## config.mk

```make
export PLATFORM = sky130hd
export DESIGN_NAME = lru_key_value_cache_top_flat
export DESIGN_NICKNAME = d
export VERILOG_FILES = /design/src/rtl/lrukv_pkg.sv /design/src/rtl/lrukv_req_if.sv /design/src/rtl/lrukv_rsp_if.sv /design/src/rtl/lrukv_front.sv /design/src/rtl/lrukv_back.sv /design/src/rtl/lru_key_value_cache_top.sv /design/src/flat_wrapper.sv
export VERILOG_INCLUDE_DIRS = /design/src /design/src/rtl
export SDC_FILE = /design/constraint.sdc
export NUM_CORES = 2
export LEC_CHECK = 0
export BUFFER_PORTS_ARGS = -buffer_cell sky130_fd_sc_hd__buf_2
export CORE_MARGIN = 5
export CORE_UTILIZATION = 50
export CTS_BUF_LIST = sky130_fd_sc_hd__clkbuf_16
export DETAILED_ROUTE_END_ITERATION = 16
export MAX_ROUTING_LAYER = met4
export PLACE_DENSITY_LB_ADDON = 0.1
export SLEW_MARGIN = 25
export SYNTH_ARGS = -nofsm -noshare
export SYNTH_HDL_FRONTEND = slang
export SYNTH_SLANG_ARGS = --single-unit
```

## constraint.sdc

```tcl
create_clock -name clk -period 14 [get_ports clk]
set_clock_uncertainty 0.05 [all_clocks]
set_input_delay 2.1 -clock clk [delete_from_list [all_inputs] [get_ports clk]]
set_output_delay 2.1 -clock clk [all_outputs]
set_load 0.02 [all_outputs]
```

## src/rtl/assert_macros.svh

```systemverilog
// ---------------------------------------------------------------------------
// assert_macros.svh
// concurrent assertion helpers, compiled out under synthesis
// ---------------------------------------------------------------------------
`ifndef ASSERT_MACROS_SVH
`define ASSERT_MACROS_SVH
`ifndef SYNTHESIS
`define ASSERT_IMPL(label, clk, rst_n, prop, msg) \
	label: assert property (@(posedge clk) disable iff (!rst_n) (prop)) else $error(msg);
`define ASSERT_NEVER(label, clk, rst_n, prop, msg) \
	label: assert property (@(posedge clk) disable iff (!rst_n) !(prop)) else $error(msg);
`else
`define ASSERT_IMPL(label, clk, rst_n, prop, msg)
`define ASSERT_NEVER(label, clk, rst_n, prop, msg)
`endif
`endif

```

## src/rtl/lrukv_pkg.sv

```systemverilog
// ---------------------------------------------------------------------------
// lrukv_pkg
// shared types and constants of the lru key-value cache
// ---------------------------------------------------------------------------
package lrukv_pkg;
	localparam int ENTRIES    = 16;
	localparam int KEY_BITS   = 32;
	localparam int VALUE_BITS = 32;
	localparam int COUNT_BITS = 32;
	localparam int IDX_BITS   = $clog2(ENTRIES);
	localparam int AGE_BITS   = $clog2(ENTRIES);
	localparam int OCC_BITS   = 5;
	localparam int CAP_BITS   = 5;

	typedef logic [2:0] op_t;
	localparam op_t OP_PUT      = 3'd0;
	localparam op_t OP_GET      = 3'd1;
	localparam op_t OP_REMOVE   = 3'd2;
	localparam op_t OP_CONTAINS = 3'd3;
	localparam op_t OP_CLEAR    = 3'd4;
	localparam op_t OP_RSTAT    = 3'd5;

	typedef struct packed {
		op_t                   operation;
		logic [KEY_BITS-1:0]   lookup_key;
		logic [VALUE_BITS-1:0] write_value;
	} req_t;

	typedef struct packed {
		logic                  status;
		logic [VALUE_BITS-1:0] read_value;
		logic                  evicted;
		logic [VALUE_BITS-1:0] evicted_value;
		logic [OCC_BITS-1:0]   live_count;
		logic [COUNT_BITS-1:0] hit_total;
		logic [COUNT_BITS-1:0] miss_total;
		logic [COUNT_BITS-1:0] put_total;
		logic [COUNT_BITS-1:0] eviction_total;
	} rsp_t;

	// classified command handed from front to back
	typedef struct packed {
		op_t                   operation;
		logic                  hit;
		logic [IDX_BITS-1:0]   slot;
		logic [KEY_BITS-1:0]   lookup_key;
		logic [VALUE_BITS-1:0] write_value;
	} cmd_t;
endpackage

```

## src/rtl/lrukv_req_if.sv

```systemverilog
// ---------------------------------------------------------------------------
// lrukv_req_if
// valid/ready channel for request words
// ---------------------------------------------------------------------------
interface lrukv_req_if;
	logic              valid;
	logic              ready;
	lrukv_pkg::req_t   data;
	modport source (output valid, output data, input ready);
	modport sink   (input valid, input data, output ready);
endinterface

```

## src/rtl/lrukv_rsp_if.sv

```systemverilog
// ---------------------------------------------------------------------------
// lrukv_rsp_if
// valid/ready channel for response words
// ---------------------------------------------------------------------------
interface lrukv_rsp_if;
	logic              valid;
	logic              ready;
	lrukv_pkg::rsp_t   data;
	modport source (output valid, output data, input ready);
	modport sink   (input valid, input data, output ready);
endinterface

```

## src/rtl/lrukv_front.sv

```systemverilog
// ---------------------------------------------------------------------------
// lrukv_front
// accepts a request word, compares its key against all live entries and
// hands a classified command to the back end
// ---------------------------------------------------------------------------
module lrukv_front (
	input  logic                                          clk,
	input  logic                                          arst_n,
	input  logic                                          req_valid,
	output logic                                          req_ready,
	input  lrukv_pkg::req_t                               req_data,
	input  logic [lrukv_pkg::ENTRIES-1:0]                 entry_valid,
	input  logic [lrukv_pkg::ENTRIES-1:0][lrukv_pkg::KEY_BITS-1:0] entry_key,
	input  logic                                          busy,
	output logic                                          cmd_valid,
	input  logic                                          cmd_ready,
	output lrukv_pkg::cmd_t                               cmd_data
);
	logic                              hold_q;
	lrukv_pkg::req_t                   req_q;
	logic                              hit;
	logic [lrukv_pkg::IDX_BITS-1:0]    slot;

	// one item in flight: the tag compare reads state only when back end is idle
	assign req_ready = !hold_q && !busy;

	always_ff @(posedge clk or negedge arst_n) begin
		if (!arst_n) begin
			hold_q <= 1'b0;
		end else if (req_valid && req_ready) begin
			hold_q <= 1'b1;
		end else if (cmd_valid && cmd_ready) begin
			hold_q <= 1'b0;
		end
	end

	always_ff @(posedge clk) begin
		if (req_valid && req_ready) begin
			req_q <= req_data;
		end
	end

	// parallel key match
	always_comb begin
		hit  = 1'b0;
		slot = '0;
		for (int i = lrukv_pkg::ENTRIES - 1; i >= 0; i--) begin
			if (entry_valid[i] && entry_key[i] == req_q.lookup_key) begin
				hit  = 1'b1;
				slot = lrukv_pkg::IDX_BITS'(i);
			end
		end
	end

	assign cmd_valid            = hold_q;
	assign cmd_data.operation   = req_q.operation;
	assign cmd_data.hit         = hit;
	assign cmd_data.slot        = slot;
	assign cmd_data.lookup_key  = req_q.lookup_key;
	assign cmd_data.write_value = req_q.write_value;
endmodule

```

## src/rtl/lrukv_back.sv

```systemverilog
// ---------------------------------------------------------------------------
// lrukv_back
// holds the entry table and counters, carries out a classified command and
// registers the response word
// ---------------------------------------------------------------------------
module lrukv_back (
	input  logic                                          clk,
	input  logic                                          arst_n,
	input  logic                                          cfg_we,
	input  logic [lrukv_pkg::CAP_BITS-1:0]                cfg_data,
	input  logic                                          cmd_valid,
	output logic                                          cmd_ready,
	input  lrukv_pkg::cmd_t                               cmd_data,
	output logic [lrukv_pkg::ENTRIES-1:0]                 entry_valid,
	output logic [lrukv_pkg::ENTRIES-1:0][lrukv_pkg::KEY_BITS-1:0] entry_key,
	output logic                                          busy,
	output logic                                          rsp_valid,
	input  logic                                          rsp_ready,
	output lrukv_pkg::rsp_t                               rsp_data
);
	localparam int E = lrukv_pkg::ENTRIES;
	localparam int AB = lrukv_pkg::AGE_BITS;
	localparam int VB = lrukv_pkg::VALUE_BITS;
	localparam int CB = lrukv_pkg::COUNT_BITS;

	logic [E-1:0]                         valid_q;
	logic [E-1:0][lrukv_pkg::KEY_BITS-1:0] key_q;
	logic [E-1:0][VB-1:0]                 value_q;
	logic [E-1:0][AB-1:0]                 age_q;
	logic [lrukv_pkg::OCC_BITS-1:0]       occ_q;
	logic [lrukv_pkg::CAP_BITS-1:0]       cap_q;
	logic [CB-1:0]                        hits_q, misses_q, puts_q, evicts_q;
	logic                                 rsp_valid_q;
	lrukv_pkg::rsp_t                      rsp_q;

	logic                                 take;
	logic [AB-1:0]                        slot_age;
	logic                                 full;
	logic                                 old_found;
	logic [lrukv_pkg::IDX_BITS-1:0]       old_slot;
	logic                                 free_found;
	logic [lrukv_pkg::IDX_BITS-1:0]       free_slot;
	logic [E-1:0]                         valid_after_evict;

	assign entry_valid = valid_q;
	assign entry_key   = key_q;
	assign take        = cmd_valid && cmd_ready;
	assign cmd_ready   = !rsp_valid_q;
	assign busy        = rsp_valid_q;
	assign rsp_valid   = rsp_valid_q;
	assign rsp_data    = rsp_q;

	assign slot_age = age_q[cmd_data.slot];
	assign full     = occ_q >= cap_q;

	// oldest entry and lowest free slot
	always_comb begin
		old_found = 1'b0;
		old_slot  = '0;
		for (int i = E - 1; i >= 0; i--) begin
			if (valid_q[i] && {1'b0, age_q[i]} == occ_q - 1'b1) begin
				old_found = 1'b1;
				old_slot  = lrukv_pkg::IDX_BITS'(i);
			end
		end
		valid_after_evict = valid_q;
		if (full && old_found) begin
			valid_after_evict[old_slot] = 1'b0;
		end
		free_found = 1'b0;
		free_slot  = '0;
		for (int i = E - 1; i >= 0; i--) begin
			if (!valid_after_evict[i]) begin
				free_found = 1'b1;
				free_slot  = lrukv_pkg::IDX_BITS'(i);
			end
		end
	end

	// control state, table and counters
	always_ff @(posedge clk or negedge arst_n) begin
		if (!arst_n) begin
			valid_q     <= '0;
			key_q       <= '0;
			value_q     <= '0;
			age_q       <= '0;
			occ_q       <= '0;
			cap_q       <= lrukv_pkg::CAP_BITS'(E);
			hits_q      <= '0;
			misses_q    <= '0;
			puts_q      <= '0;
			evicts_q    <= '0;
			rsp_valid_q <= 1'b0;
			rsp_q       <= '0;
		end else begin
			if (cfg_we && occ_q == '0) begin
				if (cfg_data == '0) begin
					cap_q <= lrukv_pkg::CAP_BITS'(1);
				end else if (cfg_data > lrukv_pkg::CAP_BITS'(E)) begin
					cap_q <= lrukv_pkg::CAP_BITS'(E);
				end else begin
					cap_q <= cfg_data;
				end
			end
			if (rsp_valid_q && rsp_ready) begin
				rsp_valid_q <= 1'b0;
			end
			if (take) begin
				rsp_valid_q <= 1'b1;
				rsp_q.status        <= 1'b0;
				rsp_q.read_value    <= '0;
				rsp_q.evicted       <= 1'b0;
				rsp_q.evicted_value <= '0;
				rsp_q.live_count    <= occ_q;
				rsp_q.hit_total     <= hits_q;
				rsp_q.miss_total    <= misses_q;
				rsp_q.put_total     <= puts_q;
				rsp_q.eviction_total <= evicts_q;
				case (cmd_data.operation)
					lrukv_pkg::OP_PUT: begin
						rsp_q.put_total <= puts_q + 1'b1;
						puts_q <= puts_q + 1'b1;
						if (cmd_data.hit) begin
							value_q[cmd_data.slot] <= cmd_data.write_value;
							for (int i = 0; i < E; i++) begin
								if (valid_q[i] && age_q[i] < slot_age) begin
									age_q[i] <= age_q[i] + 1'b1;
								end
							end
							age_q[cmd_data.slot] <= '0;
						end else begin
							if (full && old_found) begin
								rsp_q.evicted        <= 1'b1;
								rsp_q.evicted_value  <= value_q[old_slot];
								rsp_q.eviction_total <= evicts_q + 1'b1;
								evicts_q <= evicts_q + 1'b1;
							end
							// the evicted entry is the oldest, so all others just age
							for (int i = 0; i < E; i++) begin
								if (valid_after_evict[i]) begin
									age_q[i] <= age_q[i] + 1'b1;
								end
							end
							if (free_found) begin
								valid_q           <= valid_after_evict;
								valid_q[free_slot] <= 1'b1;
								key_q[free_slot]   <= cmd_data.lookup_key;
								value_q[free_slot] <= cmd_data.write_value;
								age_q[free_slot]   <= '0;
								if (!(full && old_found)) begin
									occ_q <= occ_q + 1'b1;
									rsp_q.live_count <= occ_q + 1'b1;
								end
							end else begin
								valid_q <= valid_after_evict;
								if (full && old_found) begin
									occ_q <= occ_q - 1'b1;
									rsp_q.live_count <= occ_q - 1'b1;
								end
							end
						end
					end
					lrukv_pkg::OP_GET: begin
						if (cmd_data.hit) begin
							rsp_q.read_value <= value_q[cmd_data.slot];
							rsp_q.hit_total  <= hits_q + 1'b1;
							hits_q <= hits_q + 1'b1;
							for (int i = 0; i < E; i++) begin
								if (valid_q[i] && age_q[i] < slot_age) begin
									age_q[i] <= age_q[i] + 1'b1;
								end
							end
							age_q[cmd_data.slot] <= '0;
						end else begin
							rsp_q.status     <= 1'b1;
							rsp_q.miss_total <= misses_q + 1'b1;
							misses_q <= misses_q + 1'b1;
						end
					end
					lrukv_pkg::OP_REMOVE: begin
						if (cmd_data.hit) begin
							valid_q[cmd_data.slot] <= 1'b0;
							for (int i = 0; i < E; i++) begin
								if (valid_q[i] && age_q[i] > slot_age) begin
									age_q[i] <= age_q[i] - 1'b1;
								end
							end
							occ_q <= occ_q - 1'b1;
							rsp_q.live_count <= occ_q - 1'b1;
						end else begin
							rsp_q.status <= 1'b1;
						end
					end
					lrukv_pkg::OP_CONTAINS: begin
						rsp_q.status <= !cmd_data.hit;
					end
					lrukv_pkg::OP_CLEAR: begin
						valid_q <= '0;
						occ_q   <= '0;
						evicts_q <= '0;
						rsp_q.live_count     <= '0;
						rsp_q.eviction_total <= '0;
					end
					lrukv_pkg::OP_RSTAT: begin
						hits_q   <= '0;
						misses_q <= '0;
						puts_q   <= '0;
						evicts_q <= '0;
						rsp_q.hit_total      <= '0;
						rsp_q.miss_total     <= '0;
						rsp_q.put_total      <= '0;
						rsp_q.eviction_total <= '0;
					end
					default: begin
					end
				endcase
			end
		end
	end
endmodule

```

## src/rtl/lru_key_value_cache_top.sv

```systemverilog
// ---------------------------------------------------------------------------
// lru_key_value_cache_top
// fully associative lru key-value cache, front compare and back update
// ---------------------------------------------------------------------------
// channel    dir  handshake     word
// req        in   valid/ready   operation, lookup_key, write_value
// rsp        out  valid/ready   status .. eviction_total
// cfg        in   cfg_we        capacity_limit
//
// from its accept to its response word an item passes key compare in the front,
// then table update in the back; a new word is taken in the cycle after the
// response word leaves the output reg.
// reset clears valid bits, table and counters and sets capacity to 16.
// a stalled response holds the back end and through it the front.
// ---------------------------------------------------------------------------
`include "assert_macros.svh"
module lru_key_value_cache_top (
	input  logic                             clk,
	input  logic                             arst_n,
	input  logic                             cfg_we,
	input  logic [lrukv_pkg::CAP_BITS-1:0]   cfg_data,
	lrukv_req_if.sink                        req,
	lrukv_rsp_if.source                      rsp
);
	logic                                                          cmd_valid;
	logic                                                          cmd_ready;
	lrukv_pkg::cmd_t                                               cmd_data;
	logic [lrukv_pkg::ENTRIES-1:0]                                 entry_valid;
	logic [lrukv_pkg::ENTRIES-1:0][lrukv_pkg::KEY_BITS-1:0]        entry_key;
	logic                                                          busy;

	// compare front
	lrukv_front u_front (
		.clk, .arst_n,
		.req_valid(req.valid), .req_ready(req.ready), .req_data(req.data),
		.entry_valid, .entry_key, .busy,
		.cmd_valid, .cmd_ready, .cmd_data
	);

	// update back
	lrukv_back u_back (
		.clk, .arst_n, .cfg_we, .cfg_data,
		.cmd_valid, .cmd_ready, .cmd_data,
		.entry_valid, .entry_key, .busy,
		.rsp_valid(rsp.valid), .rsp_ready(rsp.ready), .rsp_data(rsp.data)
	);

	// checks
	`ASSERT_IMPL(a_cmd_to_rsp, clk, arst_n, (cmd_valid && cmd_ready) |=> rsp.valid, "no response")
	`ASSERT_NEVER(a_no_accept_busy, clk, arst_n, req.valid && req.ready && rsp.valid, "accept busy")
	`ASSERT_IMPL(a_live_bound, clk, arst_n, rsp.data.live_count <= lrukv_pkg::OCC_BITS'(lrukv_pkg::ENTRIES) || !rsp.valid, "count")
endmodule

```

## src/flat_wrapper.sv

```systemverilog
// flat-port wrapper written by rule: the top's interface ports become plain ports
module lru_key_value_cache_top_flat 
  (clk, arst_n, cfg_we, cfg_data, req_valid, req_data, req_ready, rsp_valid, rsp_data, rsp_ready);
  lrukv_req_if req_i ();
  lrukv_rsp_if rsp_i ();
  input  logic clk;
  input  logic arst_n;
  input  logic cfg_we;
  input  logic [lrukv_pkg::CAP_BITS-1:0] cfg_data;
  input wire logic [$bits(req_i.valid)-1:0] req_valid;
  input wire logic [$bits(req_i.data)-1:0] req_data;
  output wire logic [$bits(req_i.ready)-1:0] req_ready;
  output wire logic [$bits(rsp_i.valid)-1:0] rsp_valid;
  output wire logic [$bits(rsp_i.data)-1:0] rsp_data;
  input wire logic [$bits(rsp_i.ready)-1:0] rsp_ready;
  assign req_i.valid = req_valid;
  assign req_i.data = req_data;
  assign req_ready = req_i.ready;
  assign rsp_valid = rsp_i.valid;
  assign rsp_data = rsp_i.data;
  assign rsp_i.ready = rsp_ready;
  lru_key_value_cache_top u_core (.clk(clk), .arst_n(arst_n), .cfg_we(cfg_we), .cfg_data(cfg_data), .req(req_i), .rsp(rsp_i));
endmodule
```

# Word level (Yosys, flattened, before mapping)
# Index checks and enable logic that the tools add are counted.
dict set report classes {
  add_sub_neg 38
  n_reduce_logical 112
  n_lt_le_gt_ge 40
  muxes 336
  bitwise_logic 11
  n_eq_ne 57
}
# operator n
set ops {}
lappend ops {{bitwise mux 512 bit} 3}
lappend ops {{2-to-1 mux 512 bit} 2}
lappend ops {{2-to-1 mux 4 bit} 227}
lappend ops {{equality test 32 bit} 16}
lappend ops {{2-to-1 mux 32 bit} 10}
lappend ops {{binary-select mux 32 bit (select 4 bit)} 2}
lappend ops {{demux 32 bit (select 4 bit)} 2}
lappend ops {{2-to-1 mux 64 bit} 4}
lappend ops {{one-hot mux 32 bit (2 select lines)} 4}
lappend ops {{bitwise AND 64 bit} 3}
lappend ops {{one-hot mux 64 bit (3 select lines)} 1}
lappend ops {{adder 32 x 1 -> 32 bit (second input constant)} 4}
lappend ops {{inverter 64 bit} 2}
lappend ops {{one-hot mux 64 bit (2 select lines)} 1}
lappend ops {{equality test 4 x 5 -> 1 bit} 16}
lappend ops {{AND reduction 5 bit} 16}
lappend ops {{logical AND 1 bit} 73}
lappend ops {{2-to-1 mux 33 bit} 2}
lappend ops {{adder 4 x 1 -> 4 bit (second input constant)} 16}
lappend ops {{> comparator 4 bit} 16}
lappend ops {{< comparator 4 bit} 16}
lappend ops {{2-to-1 mux 16 bit} 4}
lappend ops {{subtractor 4 x 1 -> 4 bit (second input constant)} 16}
lappend ops {{2-to-1 mux 1 bit} 56}
lappend ops {{other kinds (32)} 82}
dict set report word_totals {
  inputBits 77
  ff_bits 1446
  output_inout_bits 201
  elab_cells 661
}

# Logic depth before layout (Yosys ltp)
dict set report depth {
  depth_word 51
  mapped_depth 33
}

# By module
# From an unflattened synthesis, not the netlist that was laid out.
dict set report hier_totals {
  cells_unflattened 7266
  area_unflattened_um2 79668.9
}
# mod seq_area_each_um2 instances area_per_inst_um2 cells_per_inst
set by_module_without_submodules {}
lappend by_module_without_submodules {lrukv_back 34484.3 1 71412.2 6402}
lappend by_module_without_submodules {lrukv_front 2037.0 1 8256.7 864}

# Least setup slack after synthesis
# OpenSTA, ideal clock, no wires.
dict set report synth_timing {
  path_type {reg2reg}
  from {register u_core.u_front.req_q, in the netlist u_core.u_front.cmd_data[43]}
  to {register u_core.u_back.age_q[55] (netlist name)}
  path_buffers 4
  t_arrival_ns 6.830
  path_slack_ns 6.994
  synth_period_minus_slack_ns 7.006
  required_ns 13.825
  stages_incl_launch_ff 30
  cell_sequence {edfxtp_1 buf_2 xor2_1 or4b_1 or4_1 nor4_1 o211ai_1 a21oi_1 nor2_1 a41oi_1 clkbuf_1 clkbuf_1 nor2_1 a21oi_1 o21ai_0 a22o_1 a221oi_1 ha_1 nor2b_1 o21ai_0 nand2b_1 a21oi_1 and2_1 clkbuf_1 nand2_1 xnor2_1 a311o_1 a211o_1 o211ai_1 o21ai_1}
}
dict set report synth_between {
  elab_chain_cells 29
}
# item line
set synth_rtl {}
lappend synth_rtl {{start: declaration} lrukv_front.sv:20} ;# lrukv_pkg::req_t req_q;
lappend synth_rtl {{start signal: assignment} lrukv_front.sv:39} ;# req_q <= req_data;
lappend synth_rtl {{equality test 32 bit} lrukv_front.sv:48} ;# if (entry_valid[i] && entry_key[i] == req_q.lookup_key) begin
lappend synth_rtl {{logical AND 1 bit} lrukv_front.sv:48}
lappend synth_rtl {{2-to-1 mux 4 bit (16 in a row)} lrukv_front.sv:48}
lappend synth_rtl {{binary-select mux 4 bit (select 4 bit)} lrukv_back.sv:53} ;# assign slot_age = age_q[cmd_data.slot];
lappend synth_rtl {{2-to-1 mux 4 bit (not written as such)} lrukv_back.sv:53}
lappend synth_rtl {{< comparator 4 bit} {lrukv_back.sv:126, lrukv_back.sv:169}}
lappend synth_rtl {{logical AND 1 bit} {lrukv_back.sv:126, lrukv_back.sv:169}}
lappend synth_rtl {{2-to-1 mux 4 bit} {lrukv_back.sv:126, lrukv_back.sv:169}}
lappend synth_rtl {{2-to-1 mux 4 bit} {lrukv_back.sv:123, lrukv_back.sv:164}}
lappend synth_rtl {{2-to-1 mux 4 bit} lrukv_back.sv:119} ;# case (cmd_data.operation)
lappend synth_rtl {{2-to-1 mux 4 bit} lrukv_back.sv:108} ;# if (take) begin
lappend synth_rtl {{bitwise AND 64 bit (no line)} --}
lappend synth_rtl {{2-to-1 mux 64 bit (on tied branches)} {lrukv_back.sv:164, lrukv_back.sv:123}}
lappend synth_rtl {{one-hot mux 64 bit (3 select lines)} lrukv_back.sv:119}
lappend synth_rtl {{end signal: indexed assignment} lrukv_back.sv:127} ;# age_q[i] <= age_q[i] + 1'b1;
lappend synth_rtl {{end signal: indexed assignment} lrukv_back.sv:170} ;# age_q[i] <= age_q[i] + 1'b1;
lappend synth_rtl {{end signal: indexed assignment} lrukv_back.sv:185} ;# age_q[i] <= age_q[i] - 1'b1;
lappend synth_rtl {{end: declaration} lrukv_back.sv:29} ;# logic [E-1:0][AB-1:0] age_q;
# Parallel ways exist; a longest one is shown, timed or not. The select of a mux whose other input is x is not followed.
# A chain may end at the register's enable or synchronous reset.

# Final worst setup path
dict set report layout_timing {
  from {register u_core.u_front.req_q, in the netlist u_core.u_front.cmd_data[63]}
  to {register u_core.u_back.age_q[63] (netlist name)}
}
# Same word-level chain as after synthesis.

==> results.toml <==
[worst_setup_path]
path_buf_inv = 4
critical_path_class = "register to register"
critPathArrivalTime_ps = 9710
reg2regPathDepth = 26
critPathTopFamily = "compound AO/OA/AOI/OAI gates"
crit_required_ps = 14620
cpPeakStageDelay_ps = 850
critPathMaxFanout = 61
crit_cells = 26
setup.worst_path.start_class = "register"
worstSetupEndpointType = "register"
cp_slowest_cell = "buf_4"

[pwr]
swShare_pct = 34.67
pwr-share-comb_pct = 25.3
p_int_mw = 8.029
power_density_nw_per_um2 = 138.1
ir_drop_uv = 149.8
leakage_nw = 40.61
pwr-share-clk_pct = 33.9
p_total_mw = 12.29
switchingPower_mw = 4.261
sequentialPowerShare_pct = 40.8

[logic_synthesis]
synth-seq-cells = 1446
yosys_most_used_dff = "dfrtp_1"
netlist_area_sq_um = 80340
yosysSeqAreaShare_pct = 45.46
synthCells = 7848
synth_enable_flop_cells = 67
synthTopCellsByArea = "dfrtp_1 43%, mux2_2 7.4%, mux2_1 5.1%, xor2_1 3.7%, o21ai_0 3.3%"
ys_types = 110
syn_nets = 8033
synth_common_cells = "1378 x dfrtp_1, 655 x nand2_1, 530 x o21ai_0"
yosysTopAreaCell = "dfrtp_1"
yosysMostFrequentCell = "dfrtp_1"
synth_top_area_share_pct = 42.92
yosys_warnings = 0
synth_area_per_cell_sq_um = 10.24
async_flop_share_pct = 95.37

[drt]
wl_per_cell_um = 28.81
drc = 0
totalWireLength_um = 293500
drt_iter0_drc = 7752
vias = 66260
vias_per_cell = 6.504
antenna_left = 0
dr.pass1.iters = 6

[global_route]
grt_first_pass_wirelength_um = 433000
grtUsageTotal_pct = 35.01
grt_max_degree = 156
overflow = 0
grt_pass1_vias = 64340
antenna_found_initial = 9

[die]
die_w_um = 410.9
start_util_pct = 50.15
io_pins = 278
rows = 147
die_h_um = 410.9
design.die.area_sq_um = 168800
core_area_sq_um = 160200

[hold_path]
hold_class = "register to register"
hold_depth = 2

[clock_tree]
cts-resized-gates = 0
postCtsSetupBuffers = 0
cts_root_buf = "clkbuf_16"
cts.sinks = 1446
clk_path_buf_depth = 3
clkTransAtPathRegs_ps = 60
cts_tree = "built"
cts.htree.levels = 4
cts_made_buffers = 164
clkLatencyLatePin_ps = 830
ctsHoldBuffers = 0

[placed_design]
dp_slack_ps = 5161
dp.cells = 9889
dpl.hpwl_um = 182200
gp_congestion = 0.9793
io_buffers = 277

[sta]
final-max-slew-violation-count = 0
fmax_mhz = 110.0
fin_crit_sh_pct = 64.94
setup_viol = 0
post-route-min-period_ps = 9092
holdWs_ps = 415.9
hold_viol_final = 0
rsz0062_at_grt = "false"
setup_tns_ps = 0
tightest_slew_ps = 1176
finalWorstSetupSlack_ps = 4908
max_slew_margin_pct = 20.97

[layout]
nets = 8082
stdcell_count = 10190
drive_above_1_share_pct = 16.85
area_delta_synth_final_pct = 10.74

[run_status]
outcome = "finished clean"

[flow_run]
cap_viol_max_count = 0
worst min-delay path, delay by kind of cell (launching register included):
kind	cells	cell delay [ps]
simple gates	2	100
flops	1	340
worst paths after layout:
check	end	slack (ps)	startpoint
worst max-delay path	u_core.u_back.age_q[63]	4910	u_core.u_front.cmd_data[63]
worst min-delay path	u_core.u_back.rsp_data[165]	420	u_core.u_back.rsp_data[165]
worst max register to register	u_core.u_back.age_q[63]	4910	u_core.u_front.cmd_data[63]
worst min register to register	u_core.u_back.rsp_data[165]	420	u_core.u_back.rsp_data[165]
max in group asynchronous	u_core.u_back.value_q[261]	9640	arst_n
min in group asynchronous	u_core.u_back.rsp_data[81]	1240	arst_n
final cells by class:
type,instances,area (sq um)
clock inverters,122,825.8
multi-input cells,5686,41200
well taps,2160,2703
repair buffers,484,3049
clock buffers,169,4229
diodes,5,12.51
flip-flops and latches,1446,36520
inverters,115,431.7
fillers,13960,71230
per-stage QoR:
stage                     utilization, %  area [sq um]
after floorplan                        -         80340
after global placement             52.31         83800
after detailed placement           52.32         83820
after CTS                          55.48         88880
after global routing               55.53         88970
final                              55.54         88970
layer usage:
metal	GRT usage (%)	share of wire, %
met5	-	0
met4	14.21	4.5
met3	6.079	8.3
met2	51.88	44
met1	47.98	43
flip-flops by register name, indices dropped and copies added, names as in the netlist:
register and cells:
u_core.u_back.busy 1, u_core.u_back.misses_q 32, u_core.u_back.entry_key 512, u_core.u_back.age_q 64, u_core.u_back.cap_q 5, u_core.u_back.value_q 512, u_core.u_back.rsp_data 199, u_core.u_front.cmd_data 67
u_core.u_front.cmd_valid 1, u_core.u_back.entry_valid 16, u_core.u_back.occ_q 5, u_core.u_back.hits_q 32
cells in the final DEF (no fill, tap or decap), types with 67 or more instances in the layout:
cell and instances:
mux2i_1 112, xnor2_1 275, xor2_1 343, nor4_1 153
mux2_1 365, nand2_1 645, ha_1 108, nand3_1 192
buf_2 276, a31oi_1 81, o21ai_0 527, clkbuf_16 169
buf_4 200, nor3_1 113, a21oi_1 343, nor2_1 449
edfxtp_1 67, inv_1 142, mux2_2 528, nand4_1 176
dfrtp_1 1378, o22a_1 126, o221ai_1 158
logic make-up after synthesis:
logic type               Yosys count  share of synthesized area [%]
AND/OR/NAND/NOR                 2168                          13.36
flip-flops                      1446                          45.46
adder cells (fa/ha/maj)          108                          1.682
XOR/XNOR                         635                          7.226
AO/OA/AOI/OAI                   1770                          14.60
multiplexers                    1005                          13.91
buffers and inverters            716                          3.769
power by group through the flow:
stage          clock, mW  sequential (mW)  combinational [mW]
3_5_place_dp           0             5.07                3.05
2_1_floorplan          0             4.86                2.17
5_1_grt             4.39             5.05                3.36
6_report            4.16             5.02                3.11
3_3_place_gp           0             5.06                3.02
4_1_cts             4.23             5.00                3.07
(Power assumes the default switching activity.)
